### src/rtl/bvs_pkg.sv
// Shared types and constants of the battery voltage supervisor.
`default_nettype none

package bvs_pkg;

    localparam int unsigned CFG_ADDR_W  = 5;
    localparam int unsigned CFG_DATA_W  = 32;
    localparam int unsigned IN_TDATA_W  = 16;
    localparam int unsigned OUT_TDATA_W = 16;
    localparam int unsigned ADC_FIELD_W = 10;
    localparam int unsigned LEVEL_W     = 10;
    localparam int unsigned DIVIDER_W   = 8;
    localparam int unsigned TICKS_W     = 16;
    localparam int unsigned STATUS_W    = 2;

    localparam logic [TICKS_W-1:0] TICKS_MAX = '1;

    localparam logic [DIVIDER_W-1:0] RESET_SAMPLE_DIVIDER = 8'd2;
    localparam logic [TICKS_W-1:0]   RESET_STARTUP_TICKS  = 16'd260;
    localparam logic [LEVEL_W-1:0]   RESET_SHUTDOWN_LEVEL = 10'd785;
    localparam logic [LEVEL_W-1:0]   RESET_GOOD_LEVEL     = 10'd907;
    localparam logic [LEVEL_W-1:0]   RESET_BAD_LEVEL      = 10'd797;

    typedef enum logic [2:0] {
        REG_SAMPLE_DIVIDER = 3'd0,
        REG_STARTUP_TICKS  = 3'd1,
        REG_SHUTDOWN_LEVEL = 3'd2,
        REG_GOOD_LEVEL     = 3'd3,
        REG_BAD_LEVEL      = 3'd4
    } reg_index_t;

    typedef enum logic [STATUS_W-1:0] {
        STATUS_BAD  = 2'd0,
        STATUS_WARN = 2'd1,
        STATUS_GOOD = 2'd2
    } status_t;

endpackage

`default_nettype wire

### src/rtl/bvs_ram.sv
// Generic single-port-write, single-port-read RAM with registered read data.
`default_nettype none

module bvs_ram #(
    parameter int unsigned WIDTH = 16,
    parameter int unsigned DEPTH = 128
) (
    input  wire logic                     clk,
    input  wire logic                     wr_en,
    input  wire logic [$clog2(DEPTH)-1:0] wr_addr,
    input  wire logic [WIDTH-1:0]         wr_data,
    input  wire logic                     rd_en,
    input  wire logic [$clog2(DEPTH)-1:0] rd_addr,
    output logic      [WIDTH-1:0]         rd_data
);

    logic [WIDTH-1:0] mem_reg [DEPTH];
    logic [WIDTH-1:0] rd_data_reg;

    always_ff @(posedge clk)
    begin
        if (wr_en)
        begin
            mem_reg[wr_addr] <= wr_data;
        end
        if (rd_en)
        begin
            rd_data_reg <= mem_reg[rd_addr];
        end
    end

    assign rd_data = rd_data_reg;

endmodule

`default_nettype wire

### src/rtl/battery_voltage_supervisor.sv
// Top level of the battery voltage supervisor: sample ring, running mean and power control.
// Items are registered in stage one, stage two and the output register; one item per cycle
// is taken unless the output stalls. The ring memory is read one stage ahead and written
// back in the loop stage, which updates the running quotient and remainder of the ring sum.
// Reset: all control state and configuration registers return to their defaults at once.
// The ring memory is not swept; a fill count makes entries not written since reset or the
// last clear read as zero, so items are accepted from the first cycle after reset.
`default_nettype none

module battery_voltage_supervisor #(
    parameter int unsigned RING_DEPTH = 128,
    parameter int unsigned ADC_BITS   = 10
) (
    input  wire logic                                  clk,
    input  wire logic                                  rst_n,

    input  wire logic                                  psel,
    input  wire logic                                  penable,
    input  wire logic                                  pwrite,
    input  wire logic [bvs_pkg::CFG_ADDR_W-1:0]        paddr,
    input  wire logic [bvs_pkg::CFG_DATA_W-1:0]        pwdata,
    output logic      [bvs_pkg::CFG_DATA_W-1:0]        prdata,
    output logic                                       pready,

    input  wire logic                                  s_axis_tvalid,
    output logic                                       s_axis_tready,
    // [9:0] adc_sample, [15:10] zero
    input  wire logic [bvs_pkg::IN_TDATA_W-1:0]        s_axis_tdata,

    output logic                                       m_axis_tvalid,
    input  wire logic                                  m_axis_tready,
    // [9:0] mean_level, [10] power_enable, [12:11] battery_status, [13] ring_cleared,
    // [15:14] zero
    output logic      [bvs_pkg::OUT_TDATA_W-1:0]       m_axis_tdata
);

    localparam int unsigned SLOT_W      = $clog2(RING_DEPTH);
    localparam int unsigned FILL_W      = $clog2(RING_DEPTH + 1);
    localparam int unsigned REM_W       = SLOT_W;
    localparam int unsigned QUO_W       = ADC_BITS;
    localparam int unsigned ENTRY_W     = QUO_W + REM_W;
    localparam int unsigned SHIFT       = ADC_BITS + $clog2(RING_DEPTH);
    localparam int unsigned RECIP_W     = ADC_BITS + 1;
    localparam int unsigned PROD_W      = ADC_BITS + RECIP_W;
    localparam int unsigned MUL_W       = ADC_BITS + SLOT_W + 1;
    localparam int unsigned SAMPLE_IN_W =
        (ADC_BITS < bvs_pkg::ADC_FIELD_W) ? ADC_BITS : bvs_pkg::ADC_FIELD_W;
    localparam int unsigned CMP_W       =
        (ADC_BITS > bvs_pkg::LEVEL_W) ? ADC_BITS : bvs_pkg::LEVEL_W;

    localparam longint unsigned RECIP_FULL =
        ((64'd1 << SHIFT) + 64'(RING_DEPTH) - 64'd1) / 64'(RING_DEPTH);
    localparam logic [RECIP_W-1:0] RECIP      = RECIP_W'(RECIP_FULL);
    localparam logic [SLOT_W-1:0]  LAST_SLOT  = SLOT_W'(RING_DEPTH - 1);
    localparam logic [FILL_W-1:0]  FULL_FILL  = FILL_W'(RING_DEPTH);
    localparam logic [MUL_W-1:0]   DEPTH_MUL  = MUL_W'(RING_DEPTH);
    localparam logic [REM_W+1:0]   DEPTH_REM  = (REM_W + 2)'(RING_DEPTH);

    // Configuration registers.
    logic [bvs_pkg::DIVIDER_W-1:0] divider_reg,  divider_next;
    logic [bvs_pkg::TICKS_W-1:0]   startup_reg,  startup_next;
    logic [bvs_pkg::LEVEL_W-1:0]   shutdown_reg, shutdown_next;
    logic [bvs_pkg::LEVEL_W-1:0]   good_reg,     good_next;
    logic [bvs_pkg::LEVEL_W-1:0]   bad_reg,      bad_next;
    logic                          cfg_write;
    bvs_pkg::reg_index_t           cfg_index;

    // Input-side state.
    logic [bvs_pkg::DIVIDER_W-1:0] decimate_reg, decimate_next;
    logic [bvs_pkg::TICKS_W-1:0]   elapsed_reg,  elapsed_next;
    logic [SLOT_W-1:0]             slot_reg,     slot_next;

    // Loop state.
    logic [QUO_W-1:0]              quo_reg,      quo_next;
    logic [REM_W-1:0]              rem_reg,      rem_next;
    logic [FILL_W-1:0]             fill_reg,     fill_next;
    logic                          powered_reg,  powered_next;

    // Pipeline stages.
    logic                          s1_valid_reg,   s1_valid_next;
    logic [PROD_W-1:0]             s1_prod_reg,    s1_prod_next;
    logic [ADC_BITS-1:0]           s1_sample_reg,  s1_sample_next;
    logic                          s1_store_reg,   s1_store_next;
    logic [SLOT_W-1:0]             s1_slot_reg,    s1_slot_next;
    logic                          s1_started_reg, s1_started_next;

    logic                          s2_valid_reg,   s2_valid_next;
    logic [QUO_W-1:0]              s2_quo_reg,     s2_quo_next;
    logic [REM_W-1:0]              s2_rem_reg,     s2_rem_next;
    logic                          s2_store_reg,   s2_store_next;
    logic [SLOT_W-1:0]             s2_slot_reg,    s2_slot_next;
    logic                          s2_started_reg, s2_started_next;

    logic                          out_valid_reg,  out_valid_next;
    logic [bvs_pkg::OUT_TDATA_W-1:0] out_data_reg, out_data_next;

    // Handshake and datapath nets.
    logic                          in_fire;
    logic                          s1_move;
    logic                          s2_fire;
    logic                          s2_ready;
    logic                          s1_ready;
    logic [ADC_BITS-1:0]           in_sample;
    logic [bvs_pkg::DIVIDER_W-1:0] decimate_inc;
    logic [bvs_pkg::TICKS_W-1:0]   elapsed_inc;
    logic                          in_store;
    logic [QUO_W-1:0]              s1_quo;
    logic [MUL_W-1:0]              s1_rem_full;
    logic [ENTRY_W-1:0]            ram_rd_data;
    logic                          old_valid;
    logic [QUO_W-1:0]              old_quo;
    logic [REM_W-1:0]              old_rem;
    logic [REM_W+1:0]              rem_sum;
    logic [QUO_W-1:0]              quo_sum;
    logic [QUO_W-1:0]              quo_upd;
    logic [REM_W-1:0]              rem_upd;
    logic [QUO_W-1:0]              mean;
    logic [CMP_W-1:0]              mean_cmp;
    logic                          power_on;
    logic                          cleared;
    bvs_pkg::status_t              status;

    // Configuration port.
    assign pready    = 1'b1;
    assign cfg_write = psel && penable && pwrite && pready;
    assign cfg_index = bvs_pkg::reg_index_t'(paddr[4:2]);

    always_comb
    begin
        divider_next  = divider_reg;
        startup_next  = startup_reg;
        shutdown_next = shutdown_reg;
        good_next     = good_reg;
        bad_next      = bad_reg;
        if (cfg_write)
        begin
            unique case (cfg_index)
                bvs_pkg::REG_SAMPLE_DIVIDER: divider_next  = pwdata[bvs_pkg::DIVIDER_W-1:0];
                bvs_pkg::REG_STARTUP_TICKS:  startup_next  = pwdata[bvs_pkg::TICKS_W-1:0];
                bvs_pkg::REG_SHUTDOWN_LEVEL: shutdown_next = pwdata[bvs_pkg::LEVEL_W-1:0];
                bvs_pkg::REG_GOOD_LEVEL:     good_next     = pwdata[bvs_pkg::LEVEL_W-1:0];
                bvs_pkg::REG_BAD_LEVEL:      bad_next      = pwdata[bvs_pkg::LEVEL_W-1:0];
                default:
                begin
                end
            endcase
        end
    end

    always_comb
    begin
        unique case (cfg_index)
            bvs_pkg::REG_SAMPLE_DIVIDER: prdata = bvs_pkg::CFG_DATA_W'(divider_reg);
            bvs_pkg::REG_STARTUP_TICKS:  prdata = bvs_pkg::CFG_DATA_W'(startup_reg);
            bvs_pkg::REG_SHUTDOWN_LEVEL: prdata = bvs_pkg::CFG_DATA_W'(shutdown_reg);
            bvs_pkg::REG_GOOD_LEVEL:     prdata = bvs_pkg::CFG_DATA_W'(good_reg);
            bvs_pkg::REG_BAD_LEVEL:      prdata = bvs_pkg::CFG_DATA_W'(bad_reg);
            default:                     prdata = '0;
        endcase
    end

    // Handshakes: each stage moves when the stage after it has room.
    assign s2_fire       = s2_valid_reg && (!out_valid_reg || m_axis_tready);
    assign s2_ready      = !s2_valid_reg || s2_fire;
    assign s1_move       = s1_valid_reg && s2_ready;
    assign s1_ready      = !s1_valid_reg || s2_ready;
    assign s_axis_tready = s1_ready;
    assign in_fire       = s_axis_tvalid && s_axis_tready;

    // Input stage: decimation, tick count and slot assignment.
    assign in_sample    = ADC_BITS'(s_axis_tdata[SAMPLE_IN_W-1:0]);
    assign decimate_inc = decimate_reg + 1'b1;
    assign elapsed_inc  = (elapsed_reg == bvs_pkg::TICKS_MAX) ? elapsed_reg
                                                              : elapsed_reg + 1'b1;
    assign in_store     = decimate_inc >= divider_reg;

    always_comb
    begin
        decimate_next   = decimate_reg;
        elapsed_next    = elapsed_reg;
        slot_next       = slot_reg;
        s1_prod_next    = s1_prod_reg;
        s1_sample_next  = s1_sample_reg;
        s1_store_next   = s1_store_reg;
        s1_slot_next    = s1_slot_reg;
        s1_started_next = s1_started_reg;
        if (in_fire)
        begin
            elapsed_next    = elapsed_inc;
            decimate_next   = in_store ? '0 : decimate_inc;
            if (in_store)
            begin
                slot_next = (slot_reg == LAST_SLOT) ? '0 : slot_reg + 1'b1;
            end
            s1_prod_next    = PROD_W'(in_sample) * PROD_W'(RECIP);
            s1_sample_next  = in_sample;
            s1_store_next   = in_store;
            s1_slot_next    = slot_reg;
            s1_started_next = elapsed_inc > startup_reg;
        end
    end

    assign s1_valid_next = in_fire ? 1'b1 : (s1_move ? 1'b0 : s1_valid_reg);

    // Second stage: split the sample into quotient and remainder by the ring depth.
    assign s1_quo      = QUO_W'(s1_prod_reg >> SHIFT);
    assign s1_rem_full = MUL_W'(s1_sample_reg) - MUL_W'(s1_quo) * DEPTH_MUL;

    always_comb
    begin
        s2_quo_next     = s2_quo_reg;
        s2_rem_next     = s2_rem_reg;
        s2_store_next   = s2_store_reg;
        s2_slot_next    = s2_slot_reg;
        s2_started_next = s2_started_reg;
        if (s1_move)
        begin
            s2_quo_next     = s1_quo;
            s2_rem_next     = REM_W'(s1_rem_full);
            s2_store_next   = s1_store_reg;
            s2_slot_next    = s1_slot_reg;
            s2_started_next = s1_started_reg;
        end
    end

    assign s2_valid_next = s1_move ? 1'b1 : (s2_fire ? 1'b0 : s2_valid_reg);

    bvs_ram #(
        .WIDTH (ENTRY_W),
        .DEPTH (RING_DEPTH)
    ) u_ring (
        .clk     (clk),
        .wr_en   (s2_fire && s2_store_reg),
        .wr_addr (s2_slot_reg),
        .wr_data ({s2_quo_reg, s2_rem_reg}),
        .rd_en   (s1_move),
        .rd_addr (s1_slot_reg),
        .rd_data (ram_rd_data)
    );

    // Loop stage: the ring sum is kept as quotient and remainder by the ring depth.
    // The slot about to be overwritten holds data only once the ring has filled since
    // the last clear.
    assign old_valid = fill_reg == FULL_FILL;
    assign old_quo   = old_valid ? ram_rd_data[ENTRY_W-1:REM_W] : '0;
    assign old_rem   = old_valid ? ram_rd_data[REM_W-1:0] : '0;
    assign rem_sum   = {2'b00, rem_reg} + {2'b00, s2_rem_reg} - {2'b00, old_rem};
    assign quo_sum   = quo_reg + s2_quo_reg - old_quo;

    always_comb
    begin
        if (rem_sum[REM_W+1])
        begin
            rem_upd = REM_W'(rem_sum + DEPTH_REM);
            quo_upd = quo_sum - 1'b1;
        end
        else if (rem_sum >= DEPTH_REM)
        begin
            rem_upd = REM_W'(rem_sum - DEPTH_REM);
            quo_upd = quo_sum + 1'b1;
        end
        else
        begin
            rem_upd = REM_W'(rem_sum);
            quo_upd = quo_sum;
        end
    end

    assign mean     = s2_store_reg ? quo_upd : quo_reg;
    assign mean_cmp = CMP_W'(mean);
    assign power_on = s2_started_reg && (mean_cmp >= CMP_W'(shutdown_reg));
    assign cleared  = !power_on && (mean_cmp < CMP_W'(shutdown_reg)) && powered_reg;

    always_comb
    begin
        if (mean_cmp >= CMP_W'(good_reg))
        begin
            status = bvs_pkg::STATUS_GOOD;
        end
        else if (mean_cmp >= CMP_W'(bad_reg))
        begin
            status = bvs_pkg::STATUS_WARN;
        end
        else
        begin
            status = bvs_pkg::STATUS_BAD;
        end
    end

    always_comb
    begin
        quo_next     = quo_reg;
        rem_next     = rem_reg;
        fill_next    = fill_reg;
        powered_next = powered_reg;
        if (s2_fire)
        begin
            powered_next = power_on;
            if (cleared)
            begin
                quo_next  = '0;
                rem_next  = '0;
                fill_next = '0;
            end
            else if (s2_store_reg)
            begin
                quo_next  = quo_upd;
                rem_next  = rem_upd;
                fill_next = old_valid ? fill_reg : fill_reg + 1'b1;
            end
        end
    end

    // Output register.
    assign out_valid_next = s2_fire ? 1'b1 : (m_axis_tready ? 1'b0 : out_valid_reg);
    assign out_data_next  = s2_fire
        ? {2'b00, cleared, status, power_on, bvs_pkg::LEVEL_W'(mean)}
        : out_data_reg;

    assign m_axis_tvalid = out_valid_reg;
    assign m_axis_tdata  = out_data_reg;

    always_ff @(posedge clk or negedge rst_n)
    begin
        if (!rst_n)
        begin
            divider_reg   <= bvs_pkg::RESET_SAMPLE_DIVIDER;
            startup_reg   <= bvs_pkg::RESET_STARTUP_TICKS;
            shutdown_reg  <= bvs_pkg::RESET_SHUTDOWN_LEVEL;
            good_reg      <= bvs_pkg::RESET_GOOD_LEVEL;
            bad_reg       <= bvs_pkg::RESET_BAD_LEVEL;
            decimate_reg  <= '0;
            elapsed_reg   <= '0;
            slot_reg      <= '0;
            quo_reg       <= '0;
            rem_reg       <= '0;
            fill_reg      <= '0;
            powered_reg   <= 1'b0;
            s1_valid_reg  <= 1'b0;
            s2_valid_reg  <= 1'b0;
            out_valid_reg <= 1'b0;
        end
        else
        begin
            divider_reg   <= divider_next;
            startup_reg   <= startup_next;
            shutdown_reg  <= shutdown_next;
            good_reg      <= good_next;
            bad_reg       <= bad_next;
            decimate_reg  <= decimate_next;
            elapsed_reg   <= elapsed_next;
            slot_reg      <= slot_next;
            quo_reg       <= quo_next;
            rem_reg       <= rem_next;
            fill_reg      <= fill_next;
            powered_reg   <= powered_next;
            s1_valid_reg  <= s1_valid_next;
            s2_valid_reg  <= s2_valid_next;
            out_valid_reg <= out_valid_next;
        end
    end

    always_ff @(posedge clk)
    begin
        s1_prod_reg    <= s1_prod_next;
        s1_sample_reg  <= s1_sample_next;
        s1_store_reg   <= s1_store_next;
        s1_slot_reg    <= s1_slot_next;
        s1_started_reg <= s1_started_next;
        s2_quo_reg     <= s2_quo_next;
        s2_rem_reg     <= s2_rem_next;
        s2_store_reg   <= s2_store_next;
        s2_slot_reg    <= s2_slot_next;
        s2_started_reg <= s2_started_next;
        out_data_reg   <= out_data_next;
    end

endmodule

`default_nettype wire
### config.mk
export PLATFORM = sky130hd
export DESIGN_NAME = battery_voltage_supervisor
export DESIGN_NICKNAME = d
export VERILOG_FILES = /design/src/rtl/bvs_pkg.sv /design/src/rtl/bvs_ram.sv /design/src/rtl/battery_voltage_supervisor.sv
export SDC_FILE = /design/constraint.sdc
export NUM_CORES = 2
export LEC_CHECK = 0
export ABC_AREA = 1
export BUFFER_PORTS_ARGS = -buffer_cell sky130_fd_sc_hd__buf_2
export CAP_MARGIN = 25
export CORE_MARGIN = 1
export CORE_UTILIZATION = 34
export CTS_BUF_LIST = sky130_fd_sc_hd__clkbuf_8
export DETAILED_ROUTE_END_ITERATION = 6
export HOLD_SLACK_MARGIN = 0.05
export PLACE_DENSITY_LB_ADDON = 0.2
export SYNTH_ARGS = -nofsm -noshare
export SYNTH_HDL_FRONTEND = slang
export SYNTH_SLANG_ARGS = --single-unit
### constraint.sdc
create_clock -name clk -period 8.5 [get_ports clk]
set_clock_uncertainty 0.1 [all_clocks]
set_input_delay 1.275 -clock clk [delete_from_list [all_inputs] [get_ports clk]]
set_output_delay 1.275 -clock clk [all_outputs]
set_load 0.05 [all_outputs]
Word-level counts from Yosys, hierarchy flattened:

Memory sizes are Yosys's and may differ from the RTL's. A register that Yosys moved wholly into a read port is not among the register bits.
Cells that the tools add are included.

* eq/ne operators: 8
* add/subtract/negate cells: 13
* order comparisons: 7
* mux-type cells: 26
* reduce and logical (&&, ||, !) cells: 29

Operator list (number)
* $pmux 16 s5: 1
* $mux 10: 5
* $mux 7: 6
* $mux 8: 4
* $ge 10x10->1: 3
* $add 16x1->16 const B: 1
* $add 8x1->8 const B: 2
* $eq 16x16->1 const B: 1
* $gt 16x16->1: 1
* $mux 16: 1
* $add 7x1->7 const B: 2
* $reduce_and 2->1: 7
* $sub 7x1->7 const B: 2
* $add 10x1->10 const B: 1
* $add 10x3->10: 1
* $lt 10x10->1: 1
* $sub 10x1->10 const B: 1
* $sub 10x10->10: 1
* $ge 9x8->1 const B: 1
* $logic_and 1x1->1: 9
* $mux 1: 9
* $sub 8x7->9: 1
* $add 7x7->8: 1
* $eq 8x8->1 const B: 1
* 11 further kinds: 20

* bits of input ports: 60
* flip-flop bits (word level): 183
* RAM bits: 1280
* memories kept: 1
* logic and storage cells: 111
* output and inout port bits: 51

Memories
* u_ring.mem_reg: words 128, bits a word 10, rd ports 1, clocked after Yosys merged registers in 1, write ports 1, line bvs_ram.sv:17 `logic [WIDTH-1:0] mem_reg [DEPTH];`

Logic depth before layout (Yosys ltp):

* depth after elaboration: 14
* gate-level depth with buffers: 39
* depth with buffers taken out: 38

Hierarchy:

A second synthesis with hierarchy kept.

* cell total of the unflattened synthesis: 8457
* area total of the unflattened synthesis: 98339.3 um^2

By module, submodules not included
* bvs_ram: area an instance 87995.6 um^2, instances 1, cells an instance 7205, sequential area each 65853.2 um^2
* battery_voltage_supervisor: area an instance 10343.7 um^2, instances 1, cells an instance 1252, sequential area each 4438.0 um^2

Least setup slack after synthesis:

OpenSTA, ideal clock, no wires.

* kind: flip-flop to flip-flop
* start point: register s2_quo_reg[1]
* end point: register fill_reg[2]
* library setup time: 77 ps
* data required time: 8323 ps
* arrival: 5838 ps
* buffers on the path: 1
* clock period less this slack: 6016 ps
* path slack: 2484 ps
* stages on the path, launching flop included: 29
* cells stage by stage: edfxtp_1 > inv_1 > fa_1 > inv_1 > fa_1 > xnor2_1 > inv_1 > nor2_1 > nand2_1 > o21ai_0 > nand3_1 > nand2_1 > nand2_1 > a21oi_1 > ha_1 > nand2_1 > nor2_1 > nand4_1 > inv_1 > o21ai_1 > nand3_1 > nand2_1 > nand2_1 > inv_2 > nand2_1 > nand2_1 > buf_4 > nand2_1 > a21oi_1

* cells in the longest elaborated chain, start to end: 13
* elaborated cells between the ends (all ways): 17
* classes of those cells: add/sub (4); order compare (2); eq/ne (1); mux (4); reduce/logical (6)

Ends and longest elaborated chain
* start: declaration: line battery_voltage_supervisor.sv:88 `logic [QUO_W-1:0] s2_quo_reg, s2_quo_next;`
* start signal: assignment: line battery_voltage_supervisor.sv:370 `s2_quo_reg <= s2_quo_next;`
* $add 10x3->10 (*): line battery_voltage_supervisor.sv:248 `assign quo_sum = quo_reg + s2_quo_reg - old_quo;`
* $sub 10x10->10 (*): line battery_voltage_supervisor.sv:248
* $add 10x1->10: line battery_voltage_supervisor.sv:260 `quo_upd = quo_sum + 1'b1;`
* $mux 10: line battery_voltage_supervisor.sv:257 `else if (rem_sum >= DEPTH_REM)`
* $mux 10 (*): line battery_voltage_supervisor.sv:252 `if (rem_sum[REM_W+1])`
* $mux 10 (*)
* net mean[8]: line battery_voltage_supervisor.sv:117 `logic [QUO_W-1:0] mean;`
* $ge 10x10->1: line battery_voltage_supervisor.sv:271 `assign power_on = s2_started_reg && (mean_cmp >= CMP_W'(shutdown_reg));`
* $logic_and 1x1->1: line battery_voltage_supervisor.sv:271
* $logic_not 1->1: line battery_voltage_supervisor.sv:272 `assign cleared = !power_on && (mean_cmp < CMP_W'(shutdown_reg)) && powered_reg;`
* $logic_and 1x1->1 (*) (2 in a row): line battery_voltage_supervisor.sv:272
* net cleared: line battery_voltage_supervisor.sv:120 `logic cleared;`
* $ne 2x1->1 (no source line) / $reduce_bool 2->1 (equally long branches)
* $reduce_and 3->1 (no source line)
* end signal: assignment: line battery_voltage_supervisor.sv:355 `fill_reg <= fill_next;`
* end: declaration: line battery_voltage_supervisor.sv:76 `logic [FILL_W-1:0] fill_reg, fill_next;`

The timed path passes the listed nets; every way through them passes the cells marked *.
A chain may end at the register's enable or synchronous reset.

Worst setup path after layout:

* start point: register fill_reg[2]
* end point: register fill_reg[5]

* cells in the longest elaborated chain, start to end: 14
* elaborated cells between the ends (all ways): 24
* classes of those cells: add/sub (5); order compare (3); eq/ne (2); mux (8); reduce/logical (6)

Ends and longest elaborated chain
* $eq 8x8->1 (*): line battery_voltage_supervisor.sv:244 `assign old_valid = fill_reg == FULL_FILL;`
* $mux 10 / $mux 7 (equally long branches): line battery_voltage_supervisor.sv:245, battery_voltage_supervisor.sv:246
* $sub 10x10->10 / $sub 8x7->9 (equally long branches): line battery_voltage_supervisor.sv:248, battery_voltage_supervisor.sv:247
* $add 10x1->10 / $ge 9x8->1 (equally long branches): line battery_voltage_supervisor.sv:260, battery_voltage_supervisor.sv:257
* $mux 10: line battery_voltage_supervisor.sv:257
* $mux 10 (*): line battery_voltage_supervisor.sv:252
* $mux 10 (*)
* net mean[7]: line battery_voltage_supervisor.sv:117
* $ge 10x10->1: line battery_voltage_supervisor.sv:271
* $logic_and 1x1->1: line battery_voltage_supervisor.sv:271
* $logic_not 1->1: line battery_voltage_supervisor.sv:272
* $logic_and 1x1->1 (*) (2 in a row): line battery_voltage_supervisor.sv:272
* net cleared: line battery_voltage_supervisor.sv:120
* $ne 2x1->1 (no source line) / $reduce_bool 2->1 (equally long branches)
* $reduce_and 3->1 (no source line)

The timed path passes the listed nets; every way through them passes the cells marked *. The select of a mux whose other input is x is not followed.

==> report_table.html <==
<table>
<tr><th>Metric</th><th>Value</th></tr>
<tr><th colspan="2">Floorplan</th></tr>
<tr><td>Floorplan die area</td><td>0.181 sq mm</td></tr>
<tr><td>Chip height</td><td>426 um</td></tr>
<tr><td>Starting utilization of the core area</td><td>0.342</td></tr>
<tr><td>Core area</td><td>0.178 sq mm</td></tr>
<tr><td>Die W</td><td>426 um</td></tr>
<tr><td>Standard-cell row count</td><td>155</td></tr>
<tr><td>Top Ports</td><td>111</td></tr>
<tr><th colspan="2">CTS</th></tr>
<tr><td>Post-CTS Hold Fix Bufs</td><td>0</td></tr>
<tr><td>Maximum root-to-sink buffer count</td><td>4</td></tr>
<tr><td>Number of gates given a new drive strength after cts</td><td>0</td></tr>
<tr><td>Clock H-tree levels</td><td>5</td></tr>
<tr><td>Clock buffer count from CTS</td><td>274</td></tr>
<tr><td>Clock transition at the registers of the reported paths</td><td>50 ps</td></tr>
<tr><td>Count of clock tree sinks</td><td>1456</td></tr>
<tr><td>Worst-Skew Late Latency</td><td>990 ps</td></tr>
<tr><td>Setup bufs post-CTS</td><td>0</td></tr>
<tr><td>CTS Root Buffer Type</td><td>clkbuf_8</td></tr>
<tr><td>CTS tree</td><td>done</td></tr>
<tr><th colspan="2">Power and ir drop</th></tr>
<tr><td>Internal power contribution</td><td>0.0141 W</td></tr>
<tr><td>Max IR drop VDD</td><td>0.193 mV</td></tr>
<tr><td>Post-layout total power</td><td>0.0228 W</td></tr>
<tr><td>Gate power share</td><td>0.336</td></tr>
<tr><td>Leakage power figure</td><td>23.6 nW</td></tr>
<tr><td>Clock share of power</td><td>0.264</td></tr>
<tr><td>Switching Share</td><td>0.383</td></tr>
<tr><td>Total power divided by cell area</td><td>331 mW/mm^2</td></tr>
<tr><td>Net Sw Power</td><td>0.00875 W</td></tr>
<tr><td>Sequential share of power</td><td>0.400</td></tr>
<tr><th colspan="2">Timing</th></tr>
<tr><td>Final worst path period need</td><td>6720 ps</td></tr>
<tr><td>Final hold violations</td><td>0</td></tr>
<tr><td>Final clock period utilization by the worst path</td><td>0.791</td></tr>
<tr><td>Number of max-slew violations in the final report</td><td>0</td></tr>
<tr><td>Setup repair after global routing missed its margin</td><td>no</td></tr>
<tr><td>Transition time of the tightest slew-check pin</td><td>1110 ps</td></tr>
<tr><td>Relative slew slack</td><td>0.258</td></tr>
<tr><td>Final total negative setup slack</td><td>0 ps</td></tr>
<tr><td>Setup-violating endpoint count in the final report</td><td>0</td></tr>
<tr><td>FMAX</td><td>149 MHz</td></tr>
<tr><th colspan="2">Finish</th></tr>
<tr><td>Layout cells sized above 1</td><td>0.104</td></tr>
<tr><td>Area of combinational cells with multiple inputs</td><td>0.0156 sq mm</td></tr>
<tr><td>Number of flip-flops under the largest register name</td><td>1280</td></tr>
<tr><td>Final Instance Count excl. Fillers</td><td>7760</td></tr>
<tr><td>Most common cell after layout, fill and taps aside</td><td>edfxtp_1</td></tr>
<tr><td>Post-layout utilization of the core</td><td>0.387</td></tr>
<tr><td>Nets</td><td>5376</td></tr>
<tr><td># fillers</td><td>17300</td></tr>
<tr><td>Leading cell types in the layout, fill and taps excluded</td><td>edfxtp_1 (1342), nor2_1 (920), o21ai_0 (778)</td></tr>
<tr><td>Footprint of the flip-flops and latches</td><td>0.0432 sq mm</td></tr>
<tr><td>Area growth from synthesis to layout</td><td>12.9%</td></tr>
<tr><th colspan="2">GRT</th></tr>
<tr><td>Wire length of the first global-routing pass</td><td>256 mm</td></tr>
<tr><td>Residual overflow from global routing</td><td>0</td></tr>
<tr><td>Via count of the first global-routing pass</td><td>39000</td></tr>
<tr><td>Maximum number of pins on one net before global-route repair</td><td>228</td></tr>
<tr><td>GRT Overall Usage</td><td>0.188</td></tr>
<tr><td>Number of antenna violations at the first check in global routing</td><td>3</td></tr>
<tr><th colspan="2">Synthesis</th></tr>
<tr><td>Post-synth top area cell</td><td>edfxtp_1</td></tr>
<tr><td>Top flip-flop cell by instance count after synthesis</td><td>edfxtp_1</td></tr>
<tr><td>Top area cells in the synthesized netlist</td><td>edfxtp_1 (66%), o21ai_0 (6.4%), nor2_1 (5.7%)</td></tr>
<tr><td>Area share of the largest cell type after synthesis</td><td>0.660</td></tr>
<tr><td>Register area share after synthesis</td><td>0.707</td></tr>
<tr><td>Number of enable flip-flop cells after synthesis</td><td>1342</td></tr>
<tr><td>Asr flop ratio synth</td><td>0.0783</td></tr>
<tr><td>Post-synthesis sequential element count</td><td>1456</td></tr>
<tr><td>Synth warnings</td><td>0</td></tr>
<tr><td>Avg Synthesized Cell Area</td><td>12.1 sq um</td></tr>
<tr><td>Cell area after synthesis</td><td>0.0611 sq mm</td></tr>
<tr><td>Count of cell types in the netlist</td><td>47</td></tr>
<tr><td>Number of instances in the synthesized netlist</td><td>5048</td></tr>
<tr><th colspan="2">Routing</th></tr>
<tr><td>Mean number of vias per cell</td><td>5.22</td></tr>
<tr><td>Routed vias</td><td>40500</td></tr>
<tr><td>Count of antenna-violating nets left after detailed routing</td><td>0</td></tr>
<tr><td>Routed wire length</td><td>174 mm</td></tr>
<tr><td>Drc violations</td><td>0</td></tr>
<tr><td>Count of TritonRoute iterations in the first routing pass</td><td>5</td></tr>
<tr><td>Number of violations reported at the end of detailed-routing iteration 0</td><td>3518</td></tr>
<tr><td>Average detailed-routed wire length per instance</td><td>22.4 um</td></tr>
<tr><th colspan="2">Place</th></tr>
<tr><td>DP Cell Count</td><td>7268</td></tr>
<tr><td>Count of buffers inserted at the top-level ports</td><td>67</td></tr>
<tr><td>Estimated wirelength of the detail-placed design</td><td>95.8 mm</td></tr>
<tr><td>Routability cong.</td><td>0.836</td></tr>
<tr><th colspan="2">Critical path</th></tr>
<tr><td>Worst Setup Start Kind</td><td>register</td></tr>
<tr><td>Crit path DAT</td><td>7440 ps</td></tr>
<tr><td>Kind of capture point of the worst setup path</td><td>register</td></tr>
<tr><td>Stage delay of the slowest cell on the critical path</td><td>500 ps</td></tr>
<tr><td>Largest fanout of any net on the critical path</td><td>13</td></tr>
<tr><td>Endpoint required time on the critical path</td><td>9220 ps</td></tr>
<tr><td>Most frequent cell on the critical path</td><td>nand2_1</td></tr>
<tr><td>Crit-path slowest cell</td><td>nand4_1</td></tr>
<tr><td>Crit Path Category</td><td>register to register</td></tr>
<tr><th colspan="2">Status</th></tr>
<tr><td>Run status</td><td>complete, no violations</td></tr>
<tr><th colspan="2">Flow run</th></tr>
<tr><td># Max-Cap Violations</td><td>0</td></tr>
<tr><th colspan="2">Worst hold path</th></tr>
<tr><td>Class of the most critical hold timing path</td><td>input port to asynchronous set/reset pin</td></tr>
</table>
layer usage:
| layer | share of wire | wire length (um) | up-vias | GRT usage |
|---|---|---|---|---|
| met3 | 0.057 | 9860 | 328 | 0.0323 |
| li1 | - | - | 18700 | - |
| met2 | 0.46 | 80400 | 1253 | 0.296 |
| met5 | 0.000075 | 13 | - | 0 |
| met1 | 0.45 | 78200 | 20200 | 0.261 |
| met4 | 0.029 | 4970 | 2 | 0.0671 |
worst max-delay path, delay by kind of cell (launching register included):
kind / cells / cell delay, ps
adder cells (fa/ha/maj): 3 / 1080
buffers and inverters: 4 / 670
flip-flops: 1 / 430
AND/OR/NAND/NOR: 16 / 2960
XOR/XNOR: 1 / 170
AO/OA/AOI/OAI: 5 / 1130
cells by family (layout without fill, tap and decap cells):
kind of cell,count (synthesis),after routing,synth area share
other,2,21,0.000123
xor gates and xnor gates,32,32,0.00459
AOI/OAI and AO/OA,1406,1406,0.130
buffers and inverters,566,904,0.0398
and+or+nand+nor,1497,1497,0.0995
DFF,1456,1456,0.707
adders and majority gates,89,89,0.0195
power groups by stage:
| stage | logic, W | clock network [W] | registers [W] |
|---|---|---|---|
| global placement | 0.00759 | 0 | 0.00926 |
| global route | 0.00851 | 0.00647 | 0.00916 |
| floorplan | 0.00459 | 0 | 0.00969 |
| CTS | 0.00769 | 0.00619 | 0.00913 |
| detailed placement | 0.00766 | 0 | 0.00927 |
| finish | 0.00767 | 0.00603 | 0.00912 |
cells in the mapped netlist (2+ instances only):
| library cell | instances |
|---|---|
| a21oi_1 | 48 |
| a221o_1 | 2 |
| a221oi_1 | 8 |
| a31oi_1 | 7 |
| and3_1 | 2 |
| buf_2 | 59 |
| buf_4 | 33 |
| buf_6 | 14 |
| clkbuf_1 | 218 |
| clkinv_1 | 3 |
| conb_1 | 2 |
| dfrtp_1 | 95 |
| dfstp_2 | 19 |
| edfxtp_1 | 1342 |
| fa_1 | 10 |
| ha_1 | 79 |
| inv_1 | 234 |
| inv_2 | 2 |
| nand2_1 | 337 |
| nand3_1 | 103 |
| nand3b_1 | 3 |
| nand4_1 | 26 |
| nor2_1 | 920 |
| nor2_2 | 4 |
| nor3_1 | 18 |
| nor3_2 | 2 |
| nor4_1 | 5 |
| o211ai_1 | 157 |
| o21a_1 | 3 |
| o21ai_0 | 778 |
| o21ai_1 | 59 |
| o21bai_1 | 7 |
| o22ai_1 | 332 |
| or2_0 | 46 |
| or2_1 | 23 |
| or2_2 | 7 |
| xnor2_1 | 7 |
| xor2_1 | 25 |
per-stage QoR:
stage / worst slack (ps) / area, sq um / hold slack (ps)
3_5_place_dp: 1850 / 64000 / 308
3_3_place_gp: 1940 / 63600 / 305
6_report: 1780 / 69000 / 281
4_1_cts: 1820 / 68600 / 266
2_1_floorplan: 2480 / 61200 / 300
5_1_grt: 1020 / 69000 / 328
area by class of cell:
type / count / area share
sequential: 1456 / 0.626
multi-input combinational: 3043 / 0.225
clock buffer: 286 / 0.0570
tap: 2355 / 0.0427
timing repair buffer: 212 / 0.0250
inverter: 240 / 0.0136
clock inverter: 166 / 0.0105
antenna: 2 / 0.0000725
worst paths after layout:
path,from,endpoint,slack (ps),cells past startpoint
worst max-delay path,fill_reg[2],fill_reg[5],1780,29
worst min-delay path,rst_n,m_axis_tvalid,280,1
worst max register to register,fill_reg[2],fill_reg[5],1780,29
worst min register to register,s1_started_reg,s2_started_reg,330,0
max in group asynchronous,rst_n,elapsed_reg[6],6730,2
min in group clk,s1_started_reg,s2_started_reg,330,0
(Power assumes the default switching activity.)
